`config.mk`:
```
export PLATFORM = sky130hd
export DESIGN_NAME = wiegand_door_controller_core_flat
export DESIGN_NICKNAME = d
export VERILOG_FILES = /design/src/hw/rtl/wdc_pkg.sv /design/src/hw/rtl/wdc_if.sv /design/src/hw/rtl/wdc_chan_alu.sv /design/src/hw/rtl/wiegand_door_controller_core.sv /design/src/flat_wrapper.sv
export SDC_FILE = /design/constraint.sdc
export NUM_CORES = 1
export LEC_CHECK = 0
export BUFFER_PORTS_ARGS = -buffer_cell sky130_fd_sc_hd__clkbuf_2
export CORE_MARGIN = 1
export CORE_UTILIZATION = 57
export DETAILED_ROUTE_END_ITERATION = 16
export GPL_TIMING_DRIVEN = 0
export PLACE_DENSITY = 0.74
export SLEW_MARGIN = 10
export SYNTH_ARGS = -nofsm -noshare
export SYNTH_HDL_FRONTEND = slang
export SYNTH_SLANG_ARGS = --single-unit
export TNS_END_PERCENT = 20
```
`constraint.sdc`:
```
create_clock -name i_clk -period 21.3 [get_ports i_clk]
set_clock_uncertainty 0.1 [all_clocks]
set_input_delay 6.39 -clock i_clk [delete_from_list [all_inputs] [get_ports i_clk]]
set_output_delay 6.39 -clock i_clk [all_outputs]
set_load 0.02 [all_outputs]
```
`src/hw/rtl/wdc_pkg.sv`:
```
// Package: constants, codes and types of the Wiegand door controller
package wdc_pkg;

    localparam int CHANNELS   = 6;
    localparam int FRAME_BITS = 26;
    localparam int CH_W       = (CHANNELS > 1) ? $clog2(CHANNELS) : 1;
    localparam int FIDX_W     = $clog2(FRAME_BITS);
    localparam int POS_W      = 6;
    localparam int CARD_W     = 24;
    localparam int LINE_W     = 6;
    localparam int KIND_W     = 2;
    localparam int CHAN_F_W   = 3;
    localparam int CFG_IDX_W  = 2;
    localparam int CFG_DATA_W = 8;

    localparam logic [POS_W-1:0] POS_TOP  = POS_W'(FRAME_BITS - 1);
    localparam logic [POS_W-1:0] POS_DONE = '1;

    // Item kinds on the input channel
    typedef enum logic [KIND_W-1:0] {
        OP_D0    = 2'd0,
        OP_D1    = 2'd1,
        OP_TICK  = 2'd2,
        OP_GRANT = 2'd3
    } t_op;

    // Configuration register indexes
    typedef enum logic [CFG_IDX_W-1:0] {
        REG_GAP_LIMIT = 2'd0,
        REG_OPEN      = 2'd1,
        REG_VOTES     = 2'd2,
        REG_NONE      = 2'd3
    } t_reg;

    // Result kinds
    localparam logic RPT_CARD   = 1'b0;
    localparam logic RPT_STATUS = 1'b1;

    typedef struct packed {
        logic [7:0] gap_limit_ticks;
        logic [7:0] open_ticks;
        logic [2:0] button_votes;
    } t_cfg;

    localparam t_cfg CFG_RESET = '{
        gap_limit_ticks: 8'd10,
        open_ticks:      8'd40,
        button_votes:    3'd4
    };

    typedef struct packed {
        logic [FRAME_BITS-1:0] frame_word;
        logic [POS_W-1:0]      bit_position;
        logic                  frame_ready;
        logic [7:0]            idle_ticks;
        logic [4:0]            button_history;
        logic [7:0]            door_hold_count;
        logic                  door_line;
    } t_chan;

    localparam t_chan CHAN_RESET = '{
        frame_word:      '0,
        bit_position:    POS_TOP,
        frame_ready:     1'b0,
        idle_ticks:      8'd0,
        button_history:  5'd0,
        door_hold_count: 8'd0,
        door_line:       1'b0
    };

endpackage

```
`src/hw/rtl/wdc_if.sv`:
```
// Interfaces: item input, result output and configuration write channels

interface wdc_in_if;
    logic                          valid;
    logic                          ready;
    logic [wdc_pkg::KIND_W-1:0]    kind;
    logic [wdc_pkg::CHAN_F_W-1:0]  channel;
    logic [wdc_pkg::LINE_W-1:0]    button_levels;
    logic                          granted;

    modport source (output valid, kind, channel, button_levels, granted, input ready);
    modport sink   (input valid, kind, channel, button_levels, granted, output ready);
endinterface

interface wdc_out_if;
    logic                          valid;
    logic                          ready;
    logic                          report_kind;
    logic [wdc_pkg::CHAN_F_W-1:0]  report_channel;
    logic [wdc_pkg::CARD_W-1:0]    card_number;
    logic [wdc_pkg::LINE_W-1:0]    door_lines;
    logic                          last;

    modport source (output valid, report_kind, report_channel, card_number, door_lines, last,
                    input ready);
    modport sink   (input valid, report_kind, report_channel, card_number, door_lines, last,
                    output ready);
endinterface

interface wdc_cfg_if;
    logic                            valid;
    logic                            ready;
    logic [wdc_pkg::CFG_IDX_W-1:0]   index;
    logic [wdc_pkg::CFG_DATA_W-1:0]  data;

    modport source (output valid, index, data, input ready);
    modport sink   (input valid, index, data, output ready);
endinterface

```
`src/hw/rtl/wdc_chan_alu.sv`:
```
// Shared channel unit: next state of one reader channel for one operation
module wdc_chan_alu (
    input  wdc_pkg::t_op   i_op,
    input  wdc_pkg::t_cfg  i_cfg,
    input  wdc_pkg::t_chan i_cur,
    input  logic           i_button,
    input  logic           i_granted,
    output wdc_pkg::t_chan o_next
);

    logic [wdc_pkg::POS_W-1:0] pos;
    logic [4:0]                hist;
    logic [2:0]                votes;
    logic                      open;
    logic [7:0]                hold;
    logic                      line;

    always_comb begin
        o_next = i_cur;
        pos    = i_cur.bit_position;
        hist   = {i_cur.button_history[3:0], i_button};
        votes  = 3'($countones(hist));
        open   = 1'b0;
        hold   = i_cur.door_hold_count;
        line   = i_cur.door_line;

        unique case (i_op)
            wdc_pkg::OP_D0, wdc_pkg::OP_D1: begin
                // restart the frame after a long gap, then write the bit
                if (i_cur.idle_ticks > i_cfg.gap_limit_ticks) begin
                    pos = wdc_pkg::POS_TOP;
                end
                o_next.idle_ticks   = 8'd0;
                o_next.bit_position = pos;
                if (pos < wdc_pkg::POS_W'(wdc_pkg::FRAME_BITS)) begin
                    o_next.frame_word[pos[wdc_pkg::FIDX_W-1:0]] = (i_op == wdc_pkg::OP_D1);
                    if (pos == '0) begin
                        o_next.frame_ready  = 1'b1;
                        o_next.bit_position = wdc_pkg::POS_DONE;
                    end else begin
                        o_next.bit_position = pos - wdc_pkg::POS_W'(1);
                    end
                end
            end
            wdc_pkg::OP_TICK: begin
                // drop the report flag, age the channel, vote, count down
                o_next.frame_ready    = 1'b0;
                if (i_cur.idle_ticks != 8'hFF) begin
                    o_next.idle_ticks = i_cur.idle_ticks + 8'd1;
                end
                o_next.button_history = hist;
                open = (votes >= i_cfg.button_votes);
                if (open) begin
                    hold = i_cfg.open_ticks;
                    line = 1'b1;
                end
                if (hold != 8'd0) begin
                    hold = hold - 8'd1;
                    if (hold == 8'd0) begin
                        line = 1'b0;
                    end
                end
                o_next.door_hold_count = hold;
                o_next.door_line       = line;
            end
            wdc_pkg::OP_GRANT: begin
                if (i_granted) begin
                    o_next.door_hold_count = i_cfg.open_ticks;
                    o_next.door_line       = 1'b1;
                end
            end
            default: begin
                o_next = i_cur;
            end
        endcase
    end

endmodule

```
`src/hw/rtl/wiegand_door_controller_core.sv`:
```
// Top level: Wiegand 26-bit multi-channel receiver with door release control
//
//  channel | dir | payload                                               | transfer
//  i_in    | in  | kind, channel, button_levels, granted                 | valid & ready
//  o_out   | out | report_kind, report_channel, card_number,             | valid & ready
//          |     | door_lines, last                                      |
//  i_cfg   | in  | index, data                                           | valid & ready
//
// A pulse or access answer is handled as a transfer, then one pass through the channel unit.
// A poll tick runs one channel unit pass per channel, then a report scan that visits each
// channel in turn, then one status.
// Output back-pressure stalls the report scan and the status; i_in.ready is high
// only when idle.
// i_cfg is always ready. Reset (synchronous, active low) clears all channel state.
module wiegand_door_controller_core (
    input  logic      i_clk,
    input  logic      i_rst_n,
    wdc_in_if.sink    i_in,
    wdc_out_if.source o_out,
    wdc_cfg_if.sink   i_cfg
);

    typedef enum logic [2:0] {
        S_IDLE,
        S_ONE,
        S_SWEEP,
        S_EMIT,
        S_STATUS
    } t_state;

    localparam logic [wdc_pkg::CH_W-1:0] IDX_LAST = wdc_pkg::CH_W'(wdc_pkg::CHANNELS - 1);

    t_state                         r_state;
    logic [wdc_pkg::CH_W-1:0]       r_idx;
    logic [wdc_pkg::CHANNELS-1:0]   r_mask;
    wdc_pkg::t_cfg                  r_cfg;
    wdc_pkg::t_chan                 r_chan [wdc_pkg::CHANNELS];

    wdc_pkg::t_op                   r_op;
    logic [wdc_pkg::CHAN_F_W-1:0]   r_channel;
    logic [wdc_pkg::LINE_W-1:0]     r_buttons;
    logic                           r_granted;

    logic                           r_out_valid;
    logic                           r_out_kind;
    logic [wdc_pkg::CHAN_F_W-1:0]   r_out_channel;
    logic [wdc_pkg::CARD_W-1:0]     r_out_card;
    logic [wdc_pkg::LINE_W-1:0]     r_out_lines;
    logic                           r_out_last;

    logic                           in_xfer;
    logic                           out_free;
    logic                           out_load;
    logic                           chan_ok;
    logic                           wr_en;
    logic [wdc_pkg::CH_W-1:0]       sel;
    logic                           button;
    wdc_pkg::t_op                   alu_op;
    wdc_pkg::t_chan                 alu_next;
    logic [wdc_pkg::LINE_W-1:0]     lines;

    assign i_in.ready  = (r_state == S_IDLE);
    assign in_xfer     = i_in.valid && i_in.ready;
    assign out_free    = !r_out_valid || o_out.ready;
    assign i_cfg.ready = 1'b1;

    // load the output register with a card report or the status
    assign out_load = out_free &&
                      (((r_state == S_EMIT) && r_mask[r_idx]) || (r_state == S_STATUS));

    // pick the channel the shared unit works on
    assign chan_ok = (r_channel < wdc_pkg::CHAN_F_W'(wdc_pkg::CHANNELS));
    assign sel     = (r_state == S_SWEEP) ? r_idx : r_channel[wdc_pkg::CH_W-1:0];
    assign alu_op  = (r_state == S_SWEEP) ? wdc_pkg::OP_TICK : r_op;
    assign button  = r_buttons[sel];
    assign wr_en   = (r_state == S_SWEEP) || ((r_state == S_ONE) && chan_ok);

    wdc_chan_alu u_alu (
        .i_op      (alu_op),
        .i_cfg     (r_cfg),
        .i_cur     (r_chan[sel]),
        .i_button  (button),
        .i_granted (r_granted),
        .o_next    (alu_next)
    );

    // gather the door lines of all channels
    always_comb begin
        lines = '0;
        for (int i = 0; i < wdc_pkg::LINE_W; i++) begin
            if (i < wdc_pkg::CHANNELS) begin
                lines[i] = r_chan[i].door_line;
            end
        end
    end

    // hold the configuration registers
    always_ff @(posedge i_clk) begin
        if (!i_rst_n) begin
            r_cfg <= wdc_pkg::CFG_RESET;
        end else if (i_cfg.valid && i_cfg.ready) begin
            unique case (wdc_pkg::t_reg'(i_cfg.index))
                wdc_pkg::REG_GAP_LIMIT: r_cfg.gap_limit_ticks <= i_cfg.data;
                wdc_pkg::REG_OPEN:      r_cfg.open_ticks      <= i_cfg.data;
                wdc_pkg::REG_VOTES:     r_cfg.button_votes    <= i_cfg.data[2:0];
                default: begin
                end
            endcase
        end
    end

    // write back the channel state
    always_ff @(posedge i_clk) begin
        if (!i_rst_n) begin
            for (int i = 0; i < wdc_pkg::CHANNELS; i++) begin
                r_chan[i] <= wdc_pkg::CHAN_RESET;
            end
        end else if (wr_en) begin
            r_chan[sel] <= alu_next;
        end
    end

    // latch the accepted item
    always_ff @(posedge i_clk) begin
        if (in_xfer) begin
            r_op      <= wdc_pkg::t_op'(i_in.kind);
            r_channel <= i_in.channel;
            r_buttons <= i_in.button_levels;
            r_granted <= i_in.granted;
        end
    end

    // sequencer and output register
    always_ff @(posedge i_clk) begin
        if (!i_rst_n) begin
            r_state     <= S_IDLE;
            r_idx       <= '0;
            r_mask      <= '0;
            r_out_valid <= 1'b0;
        end else begin
            if (out_load) begin
                r_out_valid <= 1'b1;
            end else if (o_out.ready) begin
                r_out_valid <= 1'b0;
            end
            unique case (r_state)
                S_IDLE: begin
                    r_idx <= '0;
                    if (in_xfer) begin
                        r_state <= (wdc_pkg::t_op'(i_in.kind) == wdc_pkg::OP_TICK) ?
                                   S_SWEEP : S_ONE;
                    end
                end
                S_ONE: begin
                    r_state <= S_IDLE;
                end
                S_SWEEP: begin
                    r_mask[r_idx] <= r_chan[r_idx].frame_ready;
                    if (r_idx == IDX_LAST) begin
                        r_idx   <= '0;
                        r_state <= S_EMIT;
                    end else begin
                        r_idx <= r_idx + wdc_pkg::CH_W'(1);
                    end
                end
                S_EMIT: begin
                    if (!r_mask[r_idx] || out_free) begin
                        if (r_mask[r_idx]) begin
                            r_out_kind    <= wdc_pkg::RPT_CARD;
                            r_out_channel <= wdc_pkg::CHAN_F_W'(r_idx);
                            r_out_card    <= wdc_pkg::CARD_W'(
                                r_chan[r_idx].frame_word[wdc_pkg::FRAME_BITS-2:1]);
                            r_out_lines   <= lines;
                            r_out_last    <= 1'b0;
                        end
                        if (r_idx == IDX_LAST) begin
                            r_idx   <= '0;
                            r_state <= S_STATUS;
                        end else begin
                            r_idx <= r_idx + wdc_pkg::CH_W'(1);
                        end
                    end
                end
                S_STATUS: begin
                    if (out_free) begin
                        r_out_kind    <= wdc_pkg::RPT_STATUS;
                        r_out_channel <= '0;
                        r_out_card    <= '0;
                        r_out_lines   <= lines;
                        r_out_last    <= 1'b1;
                        r_state       <= S_IDLE;
                    end
                end
                default: begin
                    r_state <= S_IDLE;
                end
            endcase
        end
    end

    assign o_out.valid          = r_out_valid;
    assign o_out.report_kind    = r_out_kind;
    assign o_out.report_channel = r_out_channel;
    assign o_out.card_number    = r_out_card;
    assign o_out.door_lines     = r_out_lines;
    assign o_out.last           = r_out_last;

endmodule

```
`src/flat_wrapper.sv`:
```
// flat-port wrapper written by rule: the top's interface ports become plain ports
module wiegand_door_controller_core_flat 
  (i_clk, i_rst_n, i_in_valid, i_in_kind, i_in_channel, i_in_button_levels, i_in_granted, i_in_ready, o_out_valid, o_out_report_kind, o_out_report_channel, o_out_card_number, o_out_door_lines, o_out_last, o_out_ready, i_cfg_valid, i_cfg_index, i_cfg_data, i_cfg_ready);
  wdc_in_if i_in_i ();
  wdc_out_if o_out_i ();
  wdc_cfg_if i_cfg_i ();
  input  logic i_clk;
  input  logic i_rst_n;
  input wire logic [$bits(i_in_i.valid)-1:0] i_in_valid;
  input wire logic [$bits(i_in_i.kind)-1:0] i_in_kind;
  input wire logic [$bits(i_in_i.channel)-1:0] i_in_channel;
  input wire logic [$bits(i_in_i.button_levels)-1:0] i_in_button_levels;
  input wire logic [$bits(i_in_i.granted)-1:0] i_in_granted;
  output wire logic [$bits(i_in_i.ready)-1:0] i_in_ready;
  output wire logic [$bits(o_out_i.valid)-1:0] o_out_valid;
  output wire logic [$bits(o_out_i.report_kind)-1:0] o_out_report_kind;
  output wire logic [$bits(o_out_i.report_channel)-1:0] o_out_report_channel;
  output wire logic [$bits(o_out_i.card_number)-1:0] o_out_card_number;
  output wire logic [$bits(o_out_i.door_lines)-1:0] o_out_door_lines;
  output wire logic [$bits(o_out_i.last)-1:0] o_out_last;
  input wire logic [$bits(o_out_i.ready)-1:0] o_out_ready;
  input wire logic [$bits(i_cfg_i.valid)-1:0] i_cfg_valid;
  input wire logic [$bits(i_cfg_i.index)-1:0] i_cfg_index;
  input wire logic [$bits(i_cfg_i.data)-1:0] i_cfg_data;
  output wire logic [$bits(i_cfg_i.ready)-1:0] i_cfg_ready;
  assign i_in_i.valid = i_in_valid;
  assign i_in_i.kind = i_in_kind;
  assign i_in_i.channel = i_in_channel;
  assign i_in_i.button_levels = i_in_button_levels;
  assign i_in_i.granted = i_in_granted;
  assign i_in_ready = i_in_i.ready;
  assign o_out_valid = o_out_i.valid;
  assign o_out_report_kind = o_out_i.report_kind;
  assign o_out_report_channel = o_out_i.report_channel;
  assign o_out_card_number = o_out_i.card_number;
  assign o_out_door_lines = o_out_i.door_lines;
  assign o_out_last = o_out_i.last;
  assign o_out_i.ready = o_out_ready;
  assign i_cfg_i.valid = i_cfg_valid;
  assign i_cfg_i.index = i_cfg_index;
  assign i_cfg_i.data = i_cfg_data;
  assign i_cfg_ready = i_cfg_i.ready;
  wiegand_door_controller_core u_core (.i_clk(i_clk), .i_rst_n(i_rst_n), .i_in(i_in_i), .o_out(o_out_i), .i_cfg(i_cfg_i));
endmodule
```
Word-level counts from Yosys, hierarchy flattened --
Memory sizes are Yosys's and may differ from the RTL's. A register that Yosys moved wholly into a read port is not among the register bits. Cells that the tools add are included.
Word-level totals: memories kept 1, bits of input ports 27, register bits after elaboration 78, logic and storage cells 145, output and inout port bits 38, RAM bits 330
Memory list:
- u_core.r_chan | words 6, width 55, read ports 8, clocked after Yosys merged registers in 1, write ports 6, RTL line wiegand_door_controller_core.sv:37 | wdc_pkg::t_chan r_chan [wdc_pkg::CHANNELS];
Operators by class: add/subtract/negate cells 8, equal/unequal tests 18, $lt $le $gt $ge 9, multiplexer cells 65, reductions and logical operators 29
Operators with widths (number):
- 24-bit 2-to-1 mux | 3
- 55-bit 2-to-1 mux | 1
- 55-bit OR reduction | 1
- 24-bit case mux with 2 select lines | 1
- 3-bit 2-to-1 mux | 13
- 6-bit 2-to-1 mux | 6
- 9-bit case mux with 2 select lines | 2
- 33-bit 2-to-1 mux | 1
- 32-bit 2-to-1 mux | 1
- 8-bit 2-to-1 mux | 4
- 26-bit bitwise mux | 1
- 1-bit 2-to-1 mux | 18
- 3-bit case mux with 4 select lines | 1
- 6-bit case mux with 2 select lines | 1
- 2-bit != test, second input constant | 5
- 5-bit AND reduction | 2
- 9-bit 2-to-1 mux | 1
- 3-bit case mux with 3 select lines | 1
- 8-bit by 1-bit adder with 8-bit output, second input constant | 1
- 2-bit == test, second input constant | 4
- 8-bit greater-than comparator | 1
- 8-bit logical NOT | 1
- 3-bit by 4-bit less-than comparator with 1-bit output, second input constant | 2
- 8-bit != test, second input constant | 1
- other kinds (36) | 56

Depth between registers and ports, before layout --
depth in word-level cells 16, depth in mapped cells 28, mapped depth without buffers 22

Modules after synthesis --
Synthesis repeated with hierarchy kept, for this count alone.
Unflattened totals: cell total of the unflattened synthesis 1837, area, all modules 25140.4 sq um
By module, submodules not included:
- wiegand_door_controller_core | times used 1, area an instance 23042.1 sq um, seq. area each 15294.7 sq um, cells each 1534
- wdc_chan_alu | times used 1, area an instance 2098.3 sq um, seq. area each 0.0 sq um, cells each 303

Worst setup path after synthesis --
No wires, ideal clock.
path type input-to-reg, start in i_rst_n, end mem u_core.r_chan[6][0] (netlist bit) (enable), path slack 8.989 ns, path buffers 1, stages 3, data required time 20.609 ns, library setup time 0.591 ns, arrival 11.621 ns, cells stage by stage nand2_1 -> clkbuf_1 -> nor4_1
RTL lines:
- start, declared | RTL line flat_wrapper.sv:8 | input logic i_rst_n;
- end, declared | RTL line wiegand_door_controller_core.sv:37

==> impl_summary.md <==
GRT
The pin count of the biggest net entering global routing is 34. In the global route stage, overall resource usage came out at 35.29%. The number of global-route vias before repair came to 18,730. The first global-routing pass estimated ~110,000 um of wire. The number of antenna violations at the first check in global routing was 0.

For this run the aggregate overflow at the end of global routing stands at 0.

STA
Timing would allow up to approximately 110 MHz. In the finished design, the share of the clock period the worst path needs comes to 42.61%. Setup repair after global routing left no endpoint under its margin. The count of endpoints failing hold in the final timing report came to 0. Measured against its own limit, the worst slew margin works out to 19.23%.

The max-slew violation total from the final report came to 0. Adding up every negative setup slack in the final design gives 0 ns. The count of final setup violators is 0. The final worst slack is 12.22 ns.

At the pin with the least slew margin, the transition time is roughly 1.2 ns. The post-layout minimum cycle time is 9.075 ns.

Place
At the placement stage, the worst setup path has a slack of 11.77 ns. The number of cells after detailed placement is 2,792. The number of buffers added on ports is 63. The HPWL after detailed placement is between 50,000 and 60,000 um.

In this run the cell area measured after placement is 0.02639 mm^2. The congestion estimate from routability-driven global placement came to between 0.9 and 1.

Synth
Synthesis inferred 497 register bits. The adder-cell share of the synthesized area is 1.118%. The proportion of netlist area held by the largest area contributor is 55.82%. After synthesis, the largest family of logic cells by area is simple AND/OR/NAND/NOR gates.

For this run, the number of Yosys warnings is 0. The sequential share of the synthesized area is between 50% and 60%. After synthesis, the cell types taking the most area are sky130_fd_sc_hd__edfxtp_1 56%, sky130_fd_sc_hd__mux4_2 7.9%, sky130_fd_sc_hd__nand2_1 5.2%. The post-synthesis simple-gate area fraction is 17.33%. The most used flip-flop cell after synthesis is sky130_fd_sc_hd__edfxtp_1. The number of instances in the synthesized netlist is ~2,100. The number of enable flip-flop cells after synthesis is 462. Summing the areas of all compound-gate instances in the mapped netlist gives 6.217% of the synthesized area. Summing every instance area after synthesis gives 0.02485 mm^2. The cell taking the most area after synthesis is sky130_fd_sc_hd__edfxtp_1. The post-synthesis cell type count is 82. The mux cell area share after synthesis is between 10% and 20%. Of all flip-flops after synthesis, the portion carrying an async set or reset was 0%.

The average instance in the mapped netlist occupies 11.76 um^2. The number of nets handed over by synthesis was 2,162. The post-synthesis xor/xnor area fraction is 0.2819%.

Clocking
The post-CTS setup-driven buffer insertion count is 0. The H-tree generated during clock tree synthesis spans 2 levels. The clock tree from TritonCTS is yes. After clock tree synthesis, the clock-pin slew on the worst setup and hold paths is approximately 0.060 ns. The library cell used as clock root buffer is sky130_fd_sc_hd__clkbuf_16.

CTS saw around 500 sinks. The total clock buffers created by CTS is 52. The largest buffer count on any clock path is 3. The hold buffer count at cts is 0. The source-to-sink clock delay at the later pin of the worst-skew pair is 0.61 ns. Once the clock tree was built, the resizer swapped 0 gates to a different size.

Worst setup path
The critical path starts at i_rst_n. The worst register-to-register path begins at u_core.r_state[1]. The required time at the endpoint of the critical path is roughly 21 ns.

The critical path endpoint category is a register. The classification of the worst setup path is in -> reg. At the worst endpoint, the arrival time is slightly above 9 ns. The worst setup path is launched from an input pin. The largest driver fanout on the critical path is 30.

Power
The share of total power in sequential cells is 42.6%. The internal power summed over all cells is 1.834 mW. The combinational power share is 23.7%.

Dividing total power by cell area gives a power density of between 90 and 100 mW/mm^2. The worst vdd rail ir drop is between 0.04 and 0.05 mV. The clock network power share is 33.7%. The analysis attributes to cell leakage a power of 10.20 nW. The analysis attributes to net switching a power of 840.4 uW. In this run switching power makes up about a third of total power.

Cells and area
Leaving out fill and tap cells, the most frequent cell in the layout is sky130_fd_sc_hd__edfxtp_1. The area growth from synthesis to layout is 12.82%. The count of nets after finishing is 2,309.

Leaving out fill and tap cells, the most frequent cells in the layout are 462 x sky130_fd_sc_hd__edfxtp_1, 339 x sky130_fd_sc_hd__nand2_1, 305 x sky130_fd_sc_hd__nor2_1. The share of cells above drive strength 1 is 15.35%. After the flow finishes, the layout carries non-filler instances totaling 2,885. The cell area after layout is roughly 0.028 mm^2. The number of antenna diodes in the final layout is 0.

Die
65 I/O pins were placed. The effective utilization at floorplan is between 50 and 60%. The width of the die is 210.8 um.

In this run the vertical extent of the chip is between 200 and 250 um. The die covers 0.04444 mm^2. The core region area is 0.04308 mm^2. The floorplan has 76 rows.

Worst hold path
The start point of the worst min-delay path is u_core.r_chan[4][0]. The path class of the tightest hold or removal check is reg -> reg.

Drt
The first-pass detailed-route iteration total is 7. The final routed wirelength across all metal layers is 77,140 um. In the routed layout, each cell is associated on average with a via count of 6.672. The number of DRC violations after detailed routing is 0. Dividing the detail-routed wire length by the instance count gives 26.74 um. Summing over every cut layer, the via total after detailed routing is ~19,000. The number of antenna-violating nets in the routed design is 0. The detailed router's first-iteration violation count is 2,860.

Run status
The flow ran to the end, and the final reports show no timing, DRC or antenna violations.

Run
The total of max-cap violations is 0.
[cells in the mapped netlist (5+ instances only)]
cell type / number
sky130_fd_sc_hd__a211oi_1: 16
sky130_fd_sc_hd__a21oi_1: 46
sky130_fd_sc_hd__a221oi_1: 5
sky130_fd_sc_hd__a22oi_1: 5
sky130_fd_sc_hd__a31oi_1: 12
sky130_fd_sc_hd__and2_1: 32
sky130_fd_sc_hd__and3_1: 18
sky130_fd_sc_hd__buf_1: 24
sky130_fd_sc_hd__buf_2: 26
sky130_fd_sc_hd__buf_4: 13
sky130_fd_sc_hd__buf_6: 5
sky130_fd_sc_hd__clkbuf_1: 81
sky130_fd_sc_hd__dfxtp_1: 35
sky130_fd_sc_hd__edfxtp_1: 462
sky130_fd_sc_hd__ha_1: 19
sky130_fd_sc_hd__inv_1: 43
sky130_fd_sc_hd__mux2_2: 11
sky130_fd_sc_hd__mux2i_1: 110
sky130_fd_sc_hd__mux4_2: 87
sky130_fd_sc_hd__nand2_1: 344
sky130_fd_sc_hd__nand2b_1: 5
sky130_fd_sc_hd__nand3_1: 168
sky130_fd_sc_hd__nand4_1: 15
sky130_fd_sc_hd__nor2_1: 306
sky130_fd_sc_hd__nor2b_1: 28
sky130_fd_sc_hd__nor3_1: 23
sky130_fd_sc_hd__nor3b_1: 5
sky130_fd_sc_hd__nor4_1: 9
sky130_fd_sc_hd__o211ai_1: 13
sky130_fd_sc_hd__o21a_1: 6
sky130_fd_sc_hd__o21ai_0: 19
sky130_fd_sc_hd__o22ai_1: 7
sky130_fd_sc_hd__o311a_1: 5
sky130_fd_sc_hd__o31ai_1: 16
sky130_fd_sc_hd__o31ai_2: 8
sky130_fd_sc_hd__xnor2_1: 8
[metrics by stage]
stage / util (%) / hold WS [ns] / power [mW]
final: 65.10 / 0.3579 / 2.675
after detailed placement: 61.26 / 0.3451 / 1.767
after global routing: 65.10 / 0.3761 / 2.744
after floorplan: - / 0.3262 / 1.562
after CTS: 65.10 / 0.3594 / 2.650
after global placement: 60.13 / 0.3398 / 1.749
[power by group through the flow]
stage	clock, mW	combinational [mW]	sequential [mW]
floorplan	0	0.409	1.15
global placement	0	0.587	1.16
detailed placement	0	0.609	1.16
CTS	0.898	0.613	1.14
global route	0.931	0.670	1.14
finish	0.901	0.634	1.14
[layer usage]
metal	global-route usage [%]	routed length (um)
met1	47.61	28480
met3	9.560	10480
met4	17.32	3976
met2	53.15	34200
met5	0	0
[critical path, cell delays in order]
cell and delay, ns:
sky130_fd_sc_hd__clkbuf_2 0.17, sky130_fd_sc_hd__and2_1 0.15, sky130_fd_sc_hd__clkbuf_1 0.32, sky130_fd_sc_hd__nand4_1 0.72, sky130_fd_sc_hd__clkbuf_1 0.58, sky130_fd_sc_hd__nand2_4 0.56
sky130_fd_sc_hd__buf_12 0.32
[registers in the layout (all words and copies together) (netlist names), 2 cells and up, named ones only]
| signal | count |
|---|---|
| u_core.r_chan | 416 |
| u_core.o_out.card_number | 24 |
| u_core.r_cfg | 19 |
| u_core.o_out.door_lines | 6 |
| u_core.r_buttons | 6 |
| u_core.r_mask | 6 |
| u_core.o_out.report_channel | 3 |
| u_core.r_channel | 3 |
| u_core.r_idx | 3 |
| u_core.r_state | 3 |
| u_core.r_op | 2 |
[worst paths after layout]
| check | end | slack [ns] | depth (start not counted) |
|---|---|---|---|
| max | u_core.r_chan[0][41] | 12.22 | 7 |
| min | u_core.o_out.door_lines[4] | 0.36 | 0 |
| max reg2reg | u_core.r_chan[6][1] | 12.75 | 23 |
| min reg2reg | u_core.o_out.door_lines[4] | 0.36 | 0 |
[final cells by class]
cell class	count	area (um^2)
Timing Repair Buffer	93	710.7
Multi-Input combinational cell	1425	9532
Inverter	43	161.4
Buffer	149	678.2
Clock buffer	65	1391
Clock inverter	28	261.5
Sequential cell	497	14570
Tap cell	585	732.0
Fill cell	3263	15040
[kinds of logic after synthesis]
| logic type | Yosys count |
|---|---|
| compound gates | 209 |
| xor+xnor | 8 |
| fa+ha+maj | 21 |
| buf+inv | 192 |
| flops | 497 |
| mux | 211 |
| other cells | 1 |
| simple gates | 975 |
Power figures use the tool's default switching activity.
